File: src/hw/rtl/hsc_pkg.sv
// Shared types, constants and code tables for the Hamming SEC codec.
package hsc_pkg;

    localparam int MAX_DATA   = 57;
    localparam int DATA_W     = 57;
    localparam int CODE_W     = 63;
    localparam int CODE_IDX_W = 6;
    localparam int POS_W      = 6;
    localparam int CHK_W      = 3;
    localparam int CHK_MAX    = 6;
    localparam int CFG_IDX_W  = 2;
    localparam int CFG_DATA_W = 6;

    typedef enum logic [CFG_IDX_W-1:0] {
        REG_DATA_LENGTH = 2'd0,
        REG_PARITY_ODD  = 2'd1
    } hsc_reg_idx_t;

    typedef enum logic {
        OP_ENCODE = 1'b0,
        OP_DECODE = 1'b1
    } hsc_op_t;

    typedef struct packed {
        logic              op;
        logic [DATA_W-1:0] data_in;
        logic [CODE_W-1:0] code_in;
    } hsc_in_t;

    typedef struct packed {
        logic [CODE_W-1:0] code_out;
        logic [DATA_W-1:0] data_out;
        logic [POS_W-1:0]  error_position;
        logic              position_invalid;
    } hsc_out_t;

    typedef struct packed {
        logic [POS_W-1:0] msg_len;
        logic [POS_W-1:0] code_len;
        logic [CHK_W-1:0] chk_bits;
        logic             parity_odd;
    } hsc_cfg_t;

    function automatic logic [POS_W-1:0] hsc_msg_len(input logic [CFG_DATA_W-1:0] v);
        logic [POS_W-1:0] m;
        if (v == '0) begin
            m = POS_W'(1);
        end else if (v > CFG_DATA_W'(MAX_DATA)) begin
            m = POS_W'(MAX_DATA);
        end else begin
            m = POS_W'(v);
        end
        return m;
    endfunction

    function automatic logic [CHK_W-1:0] hsc_chk_bits(input logic [POS_W-1:0] m);
        logic [CHK_W-1:0] r;
        r = '0;
        for (int i = 0; i < 7; i++) begin
            if ((8'd1 << r) < (8'(m) + 8'(r) + 8'd1)) begin
                r = r + CHK_W'(1);
            end
        end
        return r;
    endfunction

    function automatic logic [CODE_IDX_W-1:0] hsc_data_slot(input int j);
        int cnt;
        logic [CODE_IDX_W-1:0] slot;
        cnt  = 0;
        slot = '0;
        for (int p = 1; p <= CODE_W; p++) begin
            if ((p & (p - 1)) != 0) begin
                if (cnt == j) begin
                    slot = CODE_IDX_W'(p - 1);
                end
                cnt++;
            end
        end
        return slot;
    endfunction

    function automatic logic [CODE_W-1:0] hsc_group_mask(input int k);
        logic [CODE_W-1:0] gm;
        for (int i = 0; i < CODE_W; i++) begin
            gm[i] = (((i + 1) >> k) & 1) != 0;
        end
        return gm;
    endfunction

endpackage

File: src/hw/rtl/hsc_cfg_regs.sv
// Configuration registers with the derived code geometry.
module hsc_cfg_regs (
    input  logic                             aclk,
    input  logic                             aresetn,
    input  logic                             cfg_valid,
    output logic                             cfg_ready,
    input  logic [hsc_pkg::CFG_IDX_W-1:0]    cfg_index,
    input  logic [hsc_pkg::CFG_DATA_W-1:0]   cfg_data,
    output hsc_pkg::hsc_cfg_t                cfg
);

    hsc_pkg::hsc_cfg_t cfg_reg;
    hsc_pkg::hsc_cfg_t cfg_next;
    logic [hsc_pkg::POS_W-1:0] m_new;
    logic [hsc_pkg::CHK_W-1:0] r_new;

    assign cfg_ready = 1'b1;
    assign cfg       = cfg_reg;

    always_comb begin
        m_new    = hsc_pkg::hsc_msg_len(cfg_data);
        r_new    = hsc_pkg::hsc_chk_bits(m_new);
        cfg_next = cfg_reg;
        if (cfg_valid) begin
            case (cfg_index)
                hsc_pkg::REG_DATA_LENGTH: begin
                    cfg_next.msg_len  = m_new;
                    cfg_next.chk_bits = r_new;
                    cfg_next.code_len = m_new + hsc_pkg::POS_W'(r_new);
                end
                hsc_pkg::REG_PARITY_ODD: begin
                    cfg_next.parity_odd = cfg_data[0];
                end
                default: begin
                    cfg_next = cfg_reg;
                end
            endcase
        end
    end

    always_ff @(posedge aclk) begin
        if (!aresetn) begin
            cfg_reg.msg_len    <= hsc_pkg::POS_W'(4);
            cfg_reg.chk_bits   <= hsc_pkg::CHK_W'(3);
            cfg_reg.code_len   <= hsc_pkg::POS_W'(7);
            cfg_reg.parity_odd <= 1'b0;
        end else begin
            cfg_reg <= cfg_next;
        end
    end

endmodule

File: config.mk
export PLATFORM = sky130hd
export DESIGN_NAME = hsc_cfg_regs
export DESIGN_NICKNAME = d
export VERILOG_FILES = /design/src/hw/rtl/hsc_pkg.sv /design/src/hw/rtl/hsc_cfg_regs.sv
export SDC_FILE = /design/constraint.sdc
export NUM_CORES = 1
export LEC_CHECK = 0
export BUFFER_PORTS_ARGS = -buffer_cell sky130_fd_sc_hd__buf_2
export CORE_MARGIN = 2
export CORE_UTILIZATION = 25
export DETAILED_ROUTE_END_ITERATION = 6
export GPL_TIMING_DRIVEN = 0
export SKIP_CTS_REPAIR_TIMING = 1
export SYNTH_ARGS = -nofsm -noshare
export SYNTH_HDL_FRONTEND = slang
export SYNTH_SLANG_ARGS = --single-unit
File: constraint.sdc
create_clock -name aclk -period 26.1 [get_ports aclk]
set_clock_uncertainty 0.2 [all_clocks]
set_input_delay 5.22 -clock aclk [delete_from_list [all_inputs] [get_ports aclk]]
set_output_delay 5.22 -clock aclk [all_outputs]
set_load 0.005 [all_outputs]
# After elaboration in Yosys (flattened, before gate mapping)
# Cells that the tools add are included.
[word_totals]
ff_bits = 16
inputBits = 11
out_inout_bits = 17
elab_cells = 52
[op_classes]
n_addsub = 20
magnitude_cmp = 8
n_eq_ne = 1
shifts = 6
n_mux = 9
reduce_logical = 4
[op_table]
columns = ["operator", "count"]
rows = [
  ["adder 7 x 1 -> 8 bit, second input constant", 6],
  ["less-than comparator 8 bit", 6],
  ["left shift 1 x 3 -> 8 bit, first input constant", 6],
  ["adder 6 x 3 -> 7 bit", 6],
  ["adder 3 x 1 -> 3 bit, second input constant", 6],
  ["two-way mux 3 bit", 6],
  ["two-way mux 6 bit", 2],
  ["adder 6 x 1 -> 7 bit, second input constant", 1],
  ["less-than comparator 1 x 7 -> 1 bit, first input constant", 1],
  ["adder 6 x 3 -> 6 bit", 1],
  ["> comparator 6 bit, second input constant", 1],
  ["logical NOT 6 bit", 1],
  ["AND reduction 2 bit", 2],
  ["== test 2 x 1 -> 1 bit, second input constant", 1],
  ["logical NOT 2 bit", 1],
  ["two-way mux 1 bit", 1],
]

# Logic depth before layout (Yosys ltp)
# Gate-level depths: netlist (run 1).
[depth]
ltp_word = 31
mapped_depth = 80
mapped_depth_nobuf = 79

# Worst setup path before layout (run 1)
# Ideal clock, no wire load.
[synth_timing]
path_kind = "input to register"
from = "in cfg_data[5] (netlist bit)"
to = "reg cfg_reg, in the netlist cfg[8]"
setup_time_ns = 0.116
t_arrival_ns = 19.917
required_ns = 25.784
path_slack_ns = 5.867
cell_stages = 73
cell_sequence = "clkbuf_1 or3_1 nor3_1 nor3_1 inv_1 ha_1 or4_2 ha_1 inv_1 ha_1 inv_1 fa_1 xor2_1 ha_1 o21ai_0 or2b_2 nand3_4 mux2i_1 (+37 left out) nor2b_1 o21ai_0 xor2_1 ha_1 a21o_1 a211oi_1 nand3_1 nor2_1 a221oi_4 xnor3_1 inv_1 ha_1 fa_1 and2_1 o21ai_0 xor2_1 nand2_1 o211a_1"
[synth_via]
elab_chain_cells = 31
[synth_lines]
columns = ["item", "line", "text"]
rows = [
  ["start: declaration", "hsc_cfg_regs.sv:8", "input logic [hsc_pkg::CFG_DATA_W-1:0] cfg_data,"],
  ["> comparator 6 bit", "hsc_pkg.sv:48", "end else if (v > CFG_DATA_W'(MAX_DATA)) begin"],
  ["two-way mux 6 bit", "hsc_pkg.sv:48", ""],
  ["two-way mux 6 bit (*)", "hsc_pkg.sv:46", "if (v == '0) begin"],
  ["via m_new, one bit", "hsc_cfg_regs.sv:14", "logic [hsc_pkg::POS_W-1:0] m_new;"],
  ["adder 6 x 1 -> 7 bit", "hsc_pkg.sv:60", "if ((8'd1 << r) < (8'(m) + 8'(r) + 8'd1)) begin"],
  ["less-than comparator 1 x 7 -> 1 bit", "hsc_pkg.sv:60", ""],
  ["two-way mux 1 bit", "hsc_pkg.sv:60", ""],
  ["adder 6 x 3 -> 7 bit", "hsc_pkg.sv:60", ""],
  ["(+17 left out)", "-", ""],
  ["less-than comparator 8 bit", "hsc_pkg.sv:60", ""],
  ["two-way mux 3 bit", "hsc_pkg.sv:60", ""],
  ["adder 6 x 3 -> 7 bit", "hsc_pkg.sv:60", ""],
  ["adder 7 x 1 -> 8 bit", "hsc_pkg.sv:60", ""],
  ["less-than comparator 8 bit", "hsc_pkg.sv:60", ""],
  ["two-way mux 3 bit (*)", "hsc_pkg.sv:60", ""],
  ["via r_new, one bit", "hsc_cfg_regs.sv:15", "logic [hsc_pkg::CHK_W-1:0] r_new;"],
  ["adder 6 x 3 -> 6 bit (*)", "hsc_cfg_regs.sv:29", "cfg_next.code_len = m_new + hsc_pkg::POS_W'(r_new);"],
  ["end signal: assignment", "hsc_cfg_regs.sv:48", "cfg_reg <= cfg_next;"],
  ["end: declaration", "hsc_cfg_regs.sv:12", "hsc_pkg::hsc_cfg_t cfg_reg;"],
]
# The timed path passes the listed nets; every way through them passes the cells marked *.
# A chain may end at the register's enable or synchronous reset.

# Final worst setup path (run 1)
# Same ends and word-level chain as after synthesis.

==> results of run 1 <==
[final cells by class]
type / count / area [um^2] / area share [%]
Inverter: 33 / 123.9 / 3.513
Tap cell: 168 / 210.2 / 5.962
Buffer: 11 / 77.57 / 2.200
Timing Repair Buffer: 25 / 125.1 / 3.549
Multi-Input combinational cell: 314 / 2580 / 73.17
Clock buffer: 4 / 88.84 / 2.520
Sequential cell: 16 / 320.3 / 9.084
[cells by family (layout without fill, tap and decap cells)]
| family | after synthesis | after routing | synth area share (%) |
|---|---|---|---|
| other | 1 | 2 | 0.1210 |
| AO/OA/AOI/OAI | 89 | 89 | 21.37 |
| flip-flops | 16 | 16 | 10.34 |
| adder cells (fa/ha/maj) | 78 | 78 | 32.96 |
| XOR/XNOR | 24 | 24 | 7.472 |
| buffers and inverters | 44 | 73 | 6.502 |
| multiplexers | 5 | 5 | 1.696 |
| AND/OR/NAND/NOR | 116 | 116 | 19.55 |
[worst max-delay path by stage]
stage	start	endpoint	slack, ps
2_1_floorplan	cfg_data[5]	cfg[8]$_SDFFE_PN0P_	5870
3_3_place_gp	cfg_data[5]	cfg[8]$_SDFFE_PN0P_	3320
3_5_place_dp	cfg_data[5]	cfg[8]$_SDFFE_PN0P_	3080
4_1_cts	cfg_data[5]	cfg[8]$_SDFFE_PN0P_	3280
5_1_grt	cfg_data[5]	cfg[8]$_SDFFE_PN0P_	2070
6_report	cfg_data[5]	cfg[8]$_SDFFE_PN0P_	3300
[metal layers]
| metal | global-route usage, % | share of wire [%] | vias up |
|---|---|---|---|
| met5 | 0 | 0 | - |
| li1 | - | - | 1377 |
| met3 | 1.002 | 2.6 | 4 |
| met1 | 15.36 | 49 | 1269 |
| met4 | 1.446 | 0.73 | 0 |
| met2 | 18.99 | 47 | 53 |
[Yosys cell counts (2+ instances only)]
cell type	n
nand4_1	2
a21oi_1	17
clkbuf_8	2
o21a_1	2
a211o_1	3
and3_1	3
mux2_2	2
a21o_1	11
xnor2_1	8
mux2i_1	3
a21boi_0	5
and3_2	4
nor3_1	3
nand2_1	36
a211oi_1	4
o21ai_0	19
or3_1	3
nor2b_1	7
nand4b_1	4
clkbuf_1	4
o211ai_1	6
o211ai_2	2
and2_1	13
inv_1	33
fa_1	6
buf_4	2
nand3_1	10
xor2_1	14
ha_1	72
dfxtp_1	16
o211a_1	3
nor2_1	21
o311ai_0	2
[per-stage QoR]
stage	util [%]	worst slack, ps	std cells	hold slack, ps	area [um^2]
after CTS	29.23	3284	571	269.6	3526
after global routing	29.23	2067	571	299.0	3526
after global placement	28.50	3315	567	251.4	3437
after detailed placement	28.50	3079	567	261.0	3437
final	29.23	3304	571	267.9	3526
after floorplan	-	5867	374	259.9	3102
[cells in the final DEF, fill, tap and decap left out, types with 5 or more instances in the layout]
cell type,n
o21ai_0,19
o211ai_1,6
a21oi_1,17
nor2_1,21
a21boi_0,5
a21o_1,11
xor2_1,14
nand3_1,10
xnor2_1,8
ha_1,72
nand2_1,36
and2_1,13
buf_2,25
nor2b_1,7
inv_1,33
fa_1,6
dfxtp_1,16
[worst min-delay path, delay by kind of cell (launching register included)]
| kind | cells | cell delay [ps] |
|---|---|---|
| flip-flops | 1 | 320 |
| AND/OR/NAND/NOR | 2 | 120 |
==> run summary, run 1 <==
run status: finished, final reports clean
largest cells by area after synthesis: ha_1 29%, dfxtp_1 10%, nand2_1 4.4%
Via Count: 2703
Yosys top cell area share: 29.08%
syn_area_per_cell: 8.306 um^2
CTS Root Cell: clkbuf_16
max FFs per register: 16
Setup Crit Path Kind: in2reg
worst min path class: reg2reg
first-pass GRT wire length: 12.26 mm
drt first pass iters: 4
crit start category: input port
Tot GR Track Use: 11.04%
DR DRC count: 0
drt total wl: 7.309 mm
Layout Nets: 493
vias in the first global route: 2625
hold worst-path end: cfg[4]$_SDFFE_PN1P_
CP max-delay cell: nor3_1
Max FO, Critical Path: 10
max_cap viols: 0
fin crit share: 87.34%
Final Hold Viols: 0
GRT Residual Overflow: 0
RSZ-0062 raised after global routing: false
worst reg2reg path startpoint: cfg[7]$_SDFFE_PN0P_
# IOs: 28
RD Place Congestion: 0.8783
critical path depth in cells: 75
antenna diode count: 0
final setup violation count: 0
largest stage delay on the critical path: 890 ps
Starting Density: 25.68%
Hold Startpoint: cfg[4]$_SDFFE_PN1P_
Main synth FF type: dfxtp_1
CP delay by family, top: adder cells
fin. max-slew vios: 0
DR iter-0 viols: 105
largest net degree at the start of global routing: 11
Syn Inst Count: 373
Num Clock Sinks: 16
Netlist Area Pre-Place: 3098 um^2
post-synth top area cell: ha_1
area grow syn2layout: 13.81%
count of unique library cells instantiated by Yosys: 64
Clock transition at path regs: 50 ps
layout cells sized above 1: 13.90%
clock buffer count from CTS: 3
R2R Setup Slk: 25190 ps
reg2reg end: cfg[7]$_SDFFE_PN0P_
die width: 115.3 um
flops & latches, synth: 16
Final ANT Viol Nets: 0
R2R depth: 3
worst path bufs/invs: 11
area of the core: 12060 um^2
area of the die: 13300 um^2
CTS tree: yes
post-route setup TNS: 0 ps
wire per inst: 12.80 um
vias per cell: 4.734
Post-synth EDFFs: 0
Worst Tran Pin Value: 1181 ps
fmax: 43.87 MHz
clock tree buffer depth: 2
chip height: 115.3 um
Worst EP required: 26030 ps
Most common cell on crit path: ha_1
Async SR Flop Fraction: 0%
Final HPWL DP: 5.997 mm
Synth Warn #: 0
initial antenna violation count: 0
number of port buffers: 25
element type at the critical path end: flip-flop
worst-skew pair later-pin latency: 240 ps
WHS Path Cells: 2
Slew Limit Headroom: 20.66%
sequential area share after synthesis: 10.34%
H-Tree Depth: 1
critical path data arrival time: 22730 ps
Row Count: 40
post-route minimum period: 22800 ps
FILL cells: 1296
Power of run 1 is not shown: default switching activity piles up to over one toggle a cycle in this logic, so the estimate is an artifact.
==> run 2, diff against run 1 <==
==> constraint.sdc (replaced) <==
create_clock -name aclk -period 22.5 [get_ports aclk]
set_clock_uncertainty 0.2 [all_clocks]
set_input_delay 4.5 -clock aclk [delete_from_list [all_inputs] [get_ports aclk]]
set_output_delay 4.5 -clock aclk [all_outputs]
set_load 0.005 [all_outputs]
==> run 2 against run 1 <==
Sequential share of layout area down 0.12 points. Core utilization up 0.39 points. Setup slack worse by 2000 ps. Register-to-register slack worse by 3600 ps. Critical path type unchanged. Largest cell class unchanged.
==> run summary, run 2 (synthesis results as in run 1) <==
Core Util, Final: 29.63% (+0.39 points)
post-route minimum period: 21240 ps
FILL cells: 1296 (unchanged)
R2R Setup Slk: 21590 ps (-3600 ps)
drt total wl: 7.376 mm (+0.92%)
vias per cell: 4.714 (-0.41%)
number of port buffers: 25 (unchanged)
Final Hold Viols: 0 (unchanged)
Hold Slack: 267.9 ps (-0.005000 ps)
vias in the first global route: 2625 (unchanged)
worst min path class: reg2reg
dpl cell area: 3437 um^2 (unchanged)
DR DRC count: 0 (unchanged)
Worst EP required: 22430 ps (-3600 ps)
post-route setup TNS: 0 ps (unchanged)
Clock transition at path regs: 50 ps (about the same)
critical path data arrival time: 21180 ps (-1550 ps)
Final HPWL DP: 5.997 mm (unchanged)
Worst Tran Pin Value: 703.2 ps (-477.8 ps)
DR iter-0 viols: 106 (+0.95%)
Most common cell on crit path: ha_1
Setup Crit Path Kind: in2reg
clock tree buffer depth: 2 (unchanged)
element type at the critical path end: flip-flop
Max FO, Critical Path: 10 (unchanged)
Layout Nets: 496 (+0.61%)
most frequent cells in the layout: 72 x ha_1, 36 x nand2_1, 32 x inv_1
CP delay by family, top: adder cells
die width: 115.3 um (unchanged)
Row Count: 40 (unchanged)
worst-skew pair later-pin latency: 240 ps (about the same)
GRT Residual Overflow: 0 (unchanged)
Num Clock Sinks: 16 (unchanged)
max FFs per register: 16 (unchanged)
fin. max-slew vios: 0 (unchanged)
largest stage delay on the critical path: 470 ps (-420 ps)
largest net degree at the start of global routing: 11 (unchanged)
antenna diode count: 0 (unchanged)
worst path bufs/invs: 11 (unchanged)
Final Cell Area: 3573 um^2 (+1.3%)
CP max-delay cell: fa_1
Tot GR Track Use: 11.04% (unchanged)
# IOs: 28 (unchanged)
RD Place Congestion: 0.8783 (unchanged)
initial antenna violation count: 0 (unchanged)
wire per inst: 12.85 um (+0.39%)
commonest non-fill, non-tap cell in the layout: ha_1
H-Tree Depth: 1 (unchanged)
clock buffer count from CTS: 3 (unchanged)
CTS tree: yes
CTS Root Cell: clkbuf_16
RSZ-0062 raised after global routing: false
Final ANT Viol Nets: 0 (unchanged)
Starting Density: 25.68% (unchanged)
drt first pass iters: 4 (unchanged)
layout cells sized above 1: 15.76% (+1.9 points)
max_cap viols: 0 (unchanged)
Via Count: 2706 (+0.11%)
area of the core: 12060 um^2 (unchanged)
chip height: 115.3 um (unchanged)
first-pass GRT wire length: 12.26 mm (unchanged)
area grow syn2layout: 15.35%
fmax: 47.08 MHz
Slew Limit Headroom: 53.12% (+32 points)
area of the die: 13300 um^2 (unchanged)
run status: finished, final reports clean
crit start category: input port
fin crit share: 94.40%
final setup violation count: 0 (unchanged)
run 2: cell types whose count changed in the layout (fill, tap and decap cells not counted), sizes merged:
cell	previous run	this run
clkinvlp	0	1
buf	29	31
inv	33	32
clkbuf	11	12
run 2: area by class of cell:
class / instances / area [um^2] / share of cell area [%]
multi-input cells: 314 / 2599 / 72.72
flip-flops and latches: 16 / 320.3 / 8.964
well taps: 168 / 210.2 / 5.882
repair buffers: 28 / 147.6 / 4.132
inverters: 33 / 127.6 / 3.571
clock buffers: 4 / 88.84 / 2.486
plain buffers: 11 / 80.08 / 2.241
run 2: metrics by stage:
stage / instances / worst slack (ps)
final: 574 / 1259
after global placement: 567 / 435.5
after global routing: 574 / 61.68
after detailed placement: 567 / 199.5
after CTS: 571 / 404.1
after floorplan: 374 / 2987
run 2: tightest hold or removal path, cell delays in order, from the launching register on:
cell and delay [ps]:
dfxtp_1 310, nand2_1 50, a21boi_0 70
run 2: routing by layer:
| metal | track usage [%] | vias up | share of wire [%] |
|---|---|---|---|
| li1 | - | 1382 | - |
| met1 | 15.36 | 1275 | 49 |
| met2 | 18.99 | 45 | 48 |
| met3 | 1.002 | 4 | 2.7 |
| met4 | 1.446 | 0 | 0.72 |
| met5 | 0 | - | 0 |
run 2: final timing paths:
path / from / end / cells after the start
worst max register to register: cfg[7]$_SDFFE_PN0P_ / cfg[7]$_SDFFE_PN0P_ / 3
worst min-delay path: cfg[14]$_SDFFE_PN0P_ / cfg[14]$_SDFFE_PN0P_ / 2
worst max-delay path: cfg_data[5] / cfg[8]$_SDFFE_PN0P_ / 78
worst min register to register: cfg[14]$_SDFFE_PN0P_ / cfg[14]$_SDFFE_PN0P_ / 2
Power of run 2 is left out for the same reason.
==> run 3, diff against run 2 <==
--- a/config.mk
+++ b/config.mk
@@ -10,6 +10,7 @@
 export CORE_UTILIZATION = 25
 export DETAILED_ROUTE_END_ITERATION = 6
 export GPL_TIMING_DRIVEN = 0
+export PLACE_DENSITY = 0.38
 export SKIP_CTS_REPAIR_TIMING = 1
 export SYNTH_ARGS = -nofsm -noshare
 export SYNTH_HDL_FRONTEND = slang
==> run 3 against run 2 <==
Sequential cell count unchanged. Routed wire length is 10% higher. Register-to-register slack better by 30 ps. Critical path depth is 1 lower. Die area stayed put. Cell area up 1.5%. Maximum frequency rose by 0.62%. Largest cell class unchanged.
==> run summary, run 3 (synthesis results as in run 1) <==
RSZ-0062 raised after global routing: false
RD Place Congestion: 0.7820 (-11%)
drt first pass iters: 4 (unchanged)
largest net degree at the start of global routing: 11 (unchanged)
CP delay by family, top: adder cells
initial antenna violation count: 0 (unchanged)
critical path data arrival time: 21050 ps (-130 ps)
Core Util, Final: 30.06% (+0.44 points)
area of the core: 12060 um^2 (unchanged)
DR iter-0 viols: 59 (-44%)
DR DRC count: 0 (unchanged)
commonest non-fill, non-tap cell in the layout: ha_1
die width: 115.3 um (unchanged)
dpl cell area: 3445 um^2 (+0.22%)
max FFs per register: 16 (unchanged)
fmax: 47.37 MHz (+0.62%)
Slew Limit Headroom: 48.12% (-5.0 points)
antenna diode count: 0 (unchanged)
Num Clock Sinks: 16 (unchanged)
element type at the critical path end: flip-flop
GRT Residual Overflow: 0 (unchanged)
most frequent cells in the layout: 72 x ha_1, 36 x nand2_1, 32 x inv_1
max_cap viols: 0 (unchanged)
FILL cells: 1306 (+0.77%)
chip height: 115.3 um (unchanged)
Placed Cells: 568 (+0.18%)
# IOs: 28 (unchanged)
Clock transition at path regs: 50 ps (about the same)
Worst EP required: 22440 ps (about the same)
first-pass GRT wire length: 13.72 mm (+12%)
Setup Crit Path Kind: in2reg
wire per inst: 14.03 um (+9.2%)
Final HPWL DP: 6.679 mm (+11%)
Final ANT Viol Nets: 0 (unchanged)
run status: finished, final reports clean
Via Count: 2630 (-2.8%)
Max FO, Critical Path: 10 (unchanged)
area of the die: 13300 um^2 (unchanged)
fin crit share: 93.82% (-0.58 points)
Worst Tran Pin Value: 778.1 ps (+74.94 ps)
vias in the first global route: 2763 (+5.3%)
clock tree buffer depth: 2 (unchanged)
final setup violation count: 0 (unchanged)
worst min path class: reg2reg
area grow syn2layout: 17.04%
crit start category: input port
CTS Root Cell: clkbuf_16
worst-skew pair later-pin latency: 250 ps (about the same)
Row Count: 40 (unchanged)
final std cells w/o fill: 578 (+0.70%)
vias per cell: 4.550 (-3.5%)
Most common cell on crit path: ha_1
H-Tree Depth: 1 (unchanged)
CTS tree: yes
Starting Density: 25.68% (unchanged)
number of port buffers: 25 (unchanged)
clock buffer count from CTS: 3 (unchanged)
Layout Nets: 500 (+0.81%)
CP max-delay cell: xnor3_1
fin. max-slew vios: 0 (unchanged)
R2R Setup Slk: 21620 ps (+30 ps)
Final Cell Area: 3626 um^2 (+1.5%)
post-route minimum period: 21110 ps (-130.8 ps)
Final Hold Viols: 0 (unchanged)
Tot GR Track Use: 12.84% (+1.8 points)
worst path bufs/invs: 8 (-3)
largest stage delay on the critical path: 450 ps (-20 ps)
layout cells sized above 1: 17.56% (+1.8 points)
drt total wl: 8.111 mm (+10%)
-- run 3: cell count changes in the layout (fill, tap and decap cells not counted), sizes merged --
cell,delta
buf,+4
-- run 3: area by class of cell --
class                   count  area (um^2)  share of cell area (%)
plain buffers              11        80.08                   2.208
clock buffers               4        88.84                   2.450
inverters                  33        127.6                   3.520
multi-input cells         314         2621                   72.29
flip-flops and latches     16        320.3                   8.834
well taps                 168        210.2                   5.797
repair buffers             32        177.7                   4.900
-- run 3: routing by layer --
metal | vias up | track usage (%) | share of wire (%)
met3 | 4 | 1.265 | 1.3
met5 | - | 0 | 0
met4 | 0 | 0.6426 | 0.32
met2 | 24 | 23.08 | 48
met1 | 1212 | 17.39 | 50
li1 | 1390 | - | -
-- run 3: worst paths after layout --
path                             start                    to  cells after the start
setup / recovery           cfg_data[5]   cfg[8]$_SDFFE_PN0P_                     77
setup reg to reg   cfg[7]$_SDFFE_PN0P_   cfg[7]$_SDFFE_PN0P_                      3
hold reg to reg   cfg[14]$_SDFFE_PN0P_  cfg[14]$_SDFFE_PN0P_                      2
hold / removal    cfg[14]$_SDFFE_PN0P_  cfg[14]$_SDFFE_PN0P_                      2
-- run 3: metrics by stage --
stage                     hold WS (ps)  TNS (ps)  setup slack (ps)
final                            262.6         0              1390
after detailed placement         257.6         0             110.9
after floorplan                  259.9         0              2987
after global routing             282.8         0             38.00
after CTS                        264.5         0             309.6
after global placement           252.2    -579.9            -430.6
-- run 3: worst min-delay path: stages (launching register included) --
cell and delay [ps]:
dfxtp_1 300, nand2_1 50, a21boi_0 60
Power of run 3 is left out for the same reason.
